$ cat src/rtl/core/lat_pkg.sv
// ----------------------------------------------------------------------------
// lat_pkg
// shared types and constants of the toroidal life engine
// ----------------------------------------------------------------------------
package lat_pkg;

    // fixed field widths
    localparam int CELL_W      = 64;  // row port width
    localparam int ROWNUM_W    = 6;   // emitted row index width
    localparam int GRID_DIM_W  = 7;   // width and height register width
    localparam int GEN_W       = 16;  // generation count width
    localparam int CFG_DATA_W  = 16;  // config write data width
    localparam int CFG_ADDR_W  = 2;   // config register index width

    // config register indexes
    localparam logic [CFG_ADDR_W-1:0] REG_GRID_WIDTH  = 2'd0;
    localparam logic [CFG_ADDR_W-1:0] REG_GRID_HEIGHT = 2'd1;
    localparam logic [CFG_ADDR_W-1:0] REG_GENERATIONS = 2'd2;

    // config reset values
    localparam logic [GRID_DIM_W-1:0] DIM_RESET = 7'd64;
    localparam logic [GEN_W-1:0]      GEN_RESET = 16'd1;

    // smallest grid side in use
    localparam int MIN_DIM = 3;

    // life rule
    localparam int NBR_W       = 4;   // holds a count of eight neighbors
    localparam int BIRTH_COUNT = 3;
    localparam int KEEP_COUNT  = 2;

    // controller to datapath commands
    typedef struct packed {
        logic load_we;   // write one input row
        logic rd_en;     // read one row of the current grid
        logic rd_emit;   // read feeds the result port, not the rule logic
        logic rd_flag;   // emit: last row; compute: window complete after this read
        logic flip;      // next grid becomes the current grid
    } t_dp_cmd;

endpackage

$ cat src/rtl/core/lat_ctrl.sv
// ----------------------------------------------------------------------------
// lat_ctrl
// sequencer for loading, generation sweeps and row emission
// ----------------------------------------------------------------------------
module lat_ctrl import lat_pkg::*; #(
    parameter int MAX_HEIGHT = 64
) (
    input  logic                                 i_clk,
    input  logic                                 i_rst_n,
    input  logic                                 i_start,
    input  logic [$clog2(MAX_HEIGHT+1)-1:0]      i_eff_h,
    input  logic [GEN_W-1:0]                     i_gens,
    input  logic                                 i_pipe_busy,
    output logic                                 o_busy,
    output t_dp_cmd                              o_cmd,
    output logic [$clog2(MAX_HEIGHT)-1:0]        o_row,
    output logic [$clog2(MAX_HEIGHT)-1:0]        o_tag
);

    localparam int AW = $clog2(MAX_HEIGHT);
    localparam int HW = $clog2(MAX_HEIGHT + 1);
    localparam int KW = $clog2(MAX_HEIGHT + 2);

    localparam logic [2:0] S_IDLE   = 3'd0;
    localparam logic [2:0] S_GEN    = 3'd1;
    localparam logic [2:0] S_GWAIT  = 3'd2;
    localparam logic [2:0] S_EMIT   = 3'd3;
    localparam logic [2:0] S_EDRAIN = 3'd4;

    logic [2:0]       r_state, n_state;
    logic [AW-1:0]    r_rows,  n_rows;
    logic [KW-1:0]    r_k,     n_k;
    logic [GEN_W-1:0] r_gen,   n_gen;

    logic [KW-1:0]    h_k;
    logic [HW-1:0]    rows_nx;

    always_ff @(posedge i_clk) begin
        if (!i_rst_n) begin
            r_state <= S_IDLE;
            r_rows  <= '0;
            r_k     <= '0;
            r_gen   <= '0;
        end else begin
            r_state <= n_state;
            r_rows  <= n_rows;
            r_k     <= n_k;
            r_gen   <= n_gen;
        end
    end

    always_comb begin
        n_state = r_state;
        n_rows  = r_rows;
        n_k     = r_k;
        n_gen   = r_gen;
        o_cmd   = '0;
        o_row   = r_rows;
        o_tag   = '0;
        h_k     = KW'(i_eff_h);
        rows_nx = HW'(r_rows) + HW'(1);
        case (r_state)
            S_IDLE: begin
                if (i_start) begin
                    o_cmd.load_we = 1'b1;
                    if (rows_nx >= i_eff_h) begin
                        n_rows = '0;
                        n_k    = '0;
                        if (i_gens == '0) begin
                            n_state = S_EMIT;
                        end else begin
                            n_gen   = i_gens;
                            n_state = S_GEN;
                        end
                    end else begin
                        n_rows = r_rows + AW'(1);
                    end
                end
            end
            S_GEN: begin
                // read order: last row, then rows 0 to h-1, then row 0 again
                o_cmd.rd_en   = 1'b1;
                o_cmd.rd_flag = (r_k >= KW'(2));
                o_tag         = AW'(r_k - KW'(2));
                if (r_k == '0) begin
                    o_row = AW'(i_eff_h - HW'(1));
                end else if (r_k == h_k + KW'(1)) begin
                    o_row = '0;
                end else begin
                    o_row = AW'(r_k - KW'(1));
                end
                if (r_k == h_k + KW'(1)) begin
                    n_k     = '0;
                    n_state = S_GWAIT;
                end else begin
                    n_k = r_k + KW'(1);
                end
            end
            S_GWAIT: begin
                if (!i_pipe_busy) begin
                    o_cmd.flip = 1'b1;
                    if (r_gen == GEN_W'(1)) begin
                        n_state = S_EMIT;
                    end else begin
                        n_gen   = r_gen - GEN_W'(1);
                        n_state = S_GEN;
                    end
                end
            end
            S_EMIT: begin
                o_cmd.rd_en   = 1'b1;
                o_cmd.rd_emit = 1'b1;
                o_row         = AW'(r_k);
                o_tag         = AW'(r_k);
                o_cmd.rd_flag = (r_k + KW'(1) == h_k);
                if (r_k + KW'(1) == h_k) begin
                    n_k     = '0;
                    n_state = S_EDRAIN;
                end else begin
                    n_k = r_k + KW'(1);
                end
            end
            S_EDRAIN: begin
                if (!i_pipe_busy) begin
                    n_state = S_IDLE;
                end
            end
            default: begin
                n_state = S_IDLE;
            end
        endcase
    end

    assign o_busy = (r_state != S_IDLE);

`ifndef SYNTHESIS
    a_read_in_grid: assert property (@(posedge i_clk) disable iff (!i_rst_n)
        o_cmd.rd_en |-> (HW'(o_row) < i_eff_h))
        else $error("row read outside the grid in use");

    a_busy_from_item: assert property (@(posedge i_clk) disable iff (!i_rst_n)
        $rose(o_busy) |-> $past(i_start))
        else $error("engine started without an accepted item");
`endif

endmodule

$ cat config.mk
export PLATFORM = sky130hd
export DESIGN_NAME = lat_ctrl
export DESIGN_NICKNAME = d
export VERILOG_FILES = /design/src/rtl/core/lat_pkg.sv /design/src/rtl/core/lat_ctrl.sv
export SDC_FILE = /design/constraint.sdc
export NUM_CORES = 1
export LEC_CHECK = 0
export BUFFER_PORTS_ARGS = -buffer_cell sky130_fd_sc_hd__buf_2
export CAP_MARGIN = 10
export CORE_ASPECT_RATIO = 1.5
export CORE_UTILIZATION = 31
export DETAILED_ROUTE_END_ITERATION = 7
export GPL_ROUTABILITY_DRIVEN = 0
export GPL_TIMING_DRIVEN = 0
export MAX_ROUTING_LAYER = met4
export PLACE_DENSITY_LB_ADDON = 0.1
export SYNTH_ARGS = -nofsm -noshare
export SYNTH_HDL_FRONTEND = slang
export SYNTH_SLANG_ARGS = --single-unit
$ cat constraint.sdc
create_clock -name i_clk -period 5.05 [get_ports i_clk]
set_clock_uncertainty 0.1 [all_clocks]
set_input_delay 1.01 -clock i_clk [delete_from_list [all_inputs] [get_ports i_clk]]
set_output_delay 1.01 -clock i_clk [all_outputs]
set_load 0.01 [all_outputs]
==> run_summary.xml <==
<?xml version="1.0" encoding="UTF-8"?>
<metrics>
  <group name="clock_tree">
    <metric name="root_buffer" unit="">clkbuf_16</metric>
    <metric name="cts_hold_buffers" unit="">0</metric>
    <metric name="cts.sinks" unit="">32</metric>
    <metric name="cts_max_level" unit="">2</metric>
    <metric name="cts-resized-gates" unit="">0</metric>
    <metric name="cts.clk_slew.worst_paths" unit="ps">60</metric>
    <metric name="cts_made_buffers" unit="">5</metric>
    <metric name="post-cts-setup-buffers" unit="">0</metric>
    <metric name="cts_tree" unit="">yes</metric>
    <metric name="worstSkewPairLatency" unit="ps">290</metric>
    <metric name="ctsLongestPathBuffers" unit="">2</metric>
  </group>
  <group name="worst_setup_path">
    <metric name="critical_path_peak_fanout" unit="">10</metric>
    <metric name="crit_type" unit="">primary input to primary output</metric>
    <metric name="worst_ep_arrival_time" unit="ps">3250</metric>
    <metric name="critPathRequiredTime" unit="ps">3940</metric>
    <metric name="startpoint_type" unit="">primary input</metric>
    <metric name="worst_setup_path_end_kind" unit="">primary output</metric>
  </group>
  <group name="pwr">
    <metric name="switching_share" unit="%">28.0</metric>
    <metric name="netSwitchingPower" unit="mW">0.191</metric>
    <metric name="relative_contribution_of_sequential_cells_to_total_power" unit="%">38.0</metric>
    <metric name="leakagePower" unit="nW">1.46</metric>
    <metric name="power_frac_comb" unit="%">15.5</metric>
    <metric name="p_per_area" unit="nW/µm²">200</metric>
    <metric name="max-vdd-ir-drop" unit="mV">0.114</metric>
    <metric name="cellInternalPower" unit="mW">0.492</metric>
    <metric name="clock_power_share" unit="%">46.4</metric>
    <metric name="p_total" unit="mW">0.682</metric>
  </group>
  <group name="grt">
    <metric name="grt_pass1_vias" unit="">3165</metric>
    <metric name="grt_first_pass_wirelength" unit="mm">15.9</metric>
    <metric name="global_route.overflow_total" unit="">0</metric>
    <metric name="antenna_found_initial" unit="">0</metric>
    <metric name="track_usage" unit="%">22.1</metric>
    <metric name="grt_start_max_net_pins" unit="">11</metric>
  </group>
  <group name="floorplanning">
    <metric name="die_x" unit="µm">81.2</metric>
    <metric name="ioPinCount" unit="">45</metric>
    <metric name="initial_util" unit="%">31.7</metric>
    <metric name="design.die.area" unit="µm²">9810</metric>
    <metric name="design.core.area" unit="µm²">9200</metric>
    <metric name="row_count" unit="">43</metric>
    <metric name="dieHeight" unit="µm">121</metric>
  </group>
  <group name="sta">
    <metric name="tightest_slew" unit="ps">1180</metric>
    <metric name="grt_setup_unrepaired" unit="">false</metric>
    <metric name="report.final.setup_viol" unit="">0</metric>
    <metric name="post_route_setup_tns" unit="ps">0</metric>
    <metric name="timing.max_slew.rel_slack" unit="%">20.6</metric>
    <metric name="final_max_slew_viol_count" unit="">0</metric>
    <metric name="final.period_utilization" unit="%">86.3</metric>
    <metric name="whs" unit="ps">383</metric>
    <metric name="timing.final.hold_violations" unit="">0</metric>
    <metric name="final_critical_delay_including_setup_and_external_delays" unit="ps">4360</metric>
    <metric name="fmax" unit="MHz">229</metric>
  </group>
  <group name="finish">
    <metric name="antenna_cells" unit="">0</metric>
    <metric name="drive_above_1_share" unit="%">15.3</metric>
    <metric name="area_growth" unit="%">17.1</metric>
    <metric name="finish.instance_area" unit="µm²">3420</metric>
    <metric name="layout.nets" unit="">497</metric>
  </group>
  <group name="placed_design">
    <metric name="post-dp-hpwl" unit="mm">7.63</metric>
    <metric name="dpl_cell_area" unit="µm²">3270</metric>
    <metric name="placement.io_buffers" unit="">42</metric>
  </group>
  <group name="routing">
    <metric name="vias" unit="">3104</metric>
    <metric name="routedLengthMet1" unit="mm">3.85</metric>
    <metric name="avgViaCountPerCell" unit="">5.50</metric>
    <metric name="drt_first_iter_violations" unit="">94</metric>
    <metric name="top_layer" unit="">met4</metric>
    <metric name="route.detailed.wl_per_inst" unit="µm">17.4</metric>
    <metric name="detailedRoute.firstPassIterationCount" unit="">4</metric>
    <metric name="met3_length" unit="µm">370</metric>
    <metric name="wirelength" unit="mm">9.79</metric>
    <metric name="route.detailed.drc" unit="">0</metric>
    <metric name="met2RoutedLength" unit="mm">5.16</metric>
    <metric name="drt.antenna.violating_nets" unit="">0</metric>
  </group>
  <group name="synth">
    <metric name="synth-async-reset-ratio" unit="%">0</metric>
    <metric name="yosys_register_bits" unit="">32</metric>
    <metric name="syn-mean-instance-area" unit="µm²">7.26</metric>
    <metric name="netlist_area" unit="µm²">2920</metric>
    <metric name="post-synth-top-area-cell" unit="">dfxtp_1</metric>
    <metric name="postSynthCellCount" unit="">402</metric>
    <metric name="yosys_warnings" unit="">0</metric>
    <metric name="synth_top_cells_by_area" unit="">dfxtp_1 22%, xnor2_1 8.7%, ha_1 8.2%</metric>
    <metric name="synth_enable_flop_cells" unit="">0</metric>
    <metric name="net_count_of_the_mapped_netlist" unit="">448</metric>
    <metric name="yosys.area.top_type_share" unit="%">22.0</metric>
    <metric name="ys_dominant_reg_cell" unit="">dfxtp_1</metric>
    <metric name="synth.yosys.seq_area_share" unit="%">22.0</metric>
    <metric name="synthDistinctLibCells" unit="">56</metric>
  </group>
  <group name="run_status">
    <metric name="run_status" unit="">complete, no violations</metric>
  </group>
  <group name="run">
    <metric name="maxCapViolations" unit="">0</metric>
  </group>
  <group name="worst_hold_path">
    <metric name="worstHoldPathType" unit="">register to register</metric>
  </group>
</metrics>
## cell usage after synthesis (2+ instances only)
cell	number
a21o_1	5
nand2b_1	4
inv_1	21
o311ai_0	2
nand2_1	40
o21ai_1	2
nor2_1	38
a22o_1	3
or4_4	2
a211oi_1	2
nand3_1	13
nor3_1	20
mux2i_1	2
buf_1	2
nor3b_1	2
nand4_1	5
buf_4	3
nor4_1	10
o211ai_1	14
clkbuf_1	17
or2_2	3
xnor2_1	29
o31ai_1	14
a31oi_1	3
or3_1	9
ha_1	19
dfxtp_1	32
o221ai_1	2
o21ai_0	20
xor2_1	7
a21oi_1	26
buf_2	3
and2_1	5
## routing by layer
metal  global-route usage, %  up-vias
met5                       -        -
met4                    12.6        0
met3                    3.09       30
met2                    38.7       94
met1                    23.0     1437
li1                        -     1543
## cell families (layout without fill, tap and decap cells)
logic type | count (synthesis) | count (layout) | share of synthesized area (%)
muxes | 2 | 2 | 0.686
AOI/OAI and AO/OA | 108 | 108 | 25.0
and+or+nand+nor | 158 | 158 | 26.6
adders and majority gates | 19 | 19 | 8.15
buffers and inverters | 47 | 97 | 6.82
xor gates and xnor gates | 36 | 36 | 10.8
DFF | 32 | 32 | 22.0
## worst paths after layout
check / start / end / slack (ps) / cells past startpoint
hold / removal: r_gen[1]$_SDFFE_PN0P_ / r_gen[1]$_SDFFE_PN0P_ / 380 / 2
setup reg to reg: r_rows[0]$_SDFFE_PN0P_ / r_gen[14]$_SDFFE_PN0P_ / 1510 / 11
hold reg to reg: r_gen[1]$_SDFFE_PN0P_ / r_gen[1]$_SDFFE_PN0P_ / 380 / 2
setup / recovery: i_eff_h[2] / o_row[1] / 690 / 9
## cell type report
type	count	area, µm²
flip-flops and latches	32	641
plain buffers	26	120
clock buffers	6	139
inverters	21	78.8
fillers	1016	5780
well taps	112	140
repair buffers	42	210
clock inverters	2	10.0
multi-input cells	323	2080
## power groups by stage
stage / Sequential (mW) / Clock (mW) / Combinational [mW]
2_1_floorplan: 0.264 / 0 / 0.0668
3_3_place_gp: 0.265 / 0 / 0.105
3_5_place_dp: 0.265 / 0 / 0.106
4_1_cts: 0.259 / 0.324 / 0.107
5_1_grt: 0.260 / 0.332 / 0.119
6_report: 0.259 / 0.317 / 0.106
## worst max-delay path, stage by stage
cell and delay [ps]:
buf_2 200, nand3_1 120, or3_1 380, a2111o_1 440
or3_1 420, nand2_2 150, o311ai_0 200, o21a_1 190
buf_2 140
## metrics by stage
step	instances	worst slack, ps	utilization, %
2_1_floorplan	402	1110	-
3_5_place_dp	556	699	35.5
3_3_place_gp	556	707	35.5
5_1_grt	564	556	37.1
6_report	564	690	37.1
4_1_cts	564	690	37.1
## state kept, by name (all words and copies together) (netlist names)
signal and cells:
r_k 7, r_rows 6, r_gen 16, r_state 3
## cells in the final DEF, fill, tap and decap left out, types with 4 or more instances in the layout
cell	instances
buf_2	45
and2_1	5
nand2_1	40
nor4_1	10
dfxtp_1	32
a21o_1	5
o211ai_1	14
nor3_1	20
xnor2_1	29
or3_1	9
inv_1	21
a21oi_1	26
nand4_1	5
o31ai_1	14
nand3_1	13
ha_1	19
clkbuf_16	5
nand2b_1	4
nor2_1	38
clkbuf_1	17
xor2_1	7
o21ai_0	20
(Power assumes the default switching activity.)
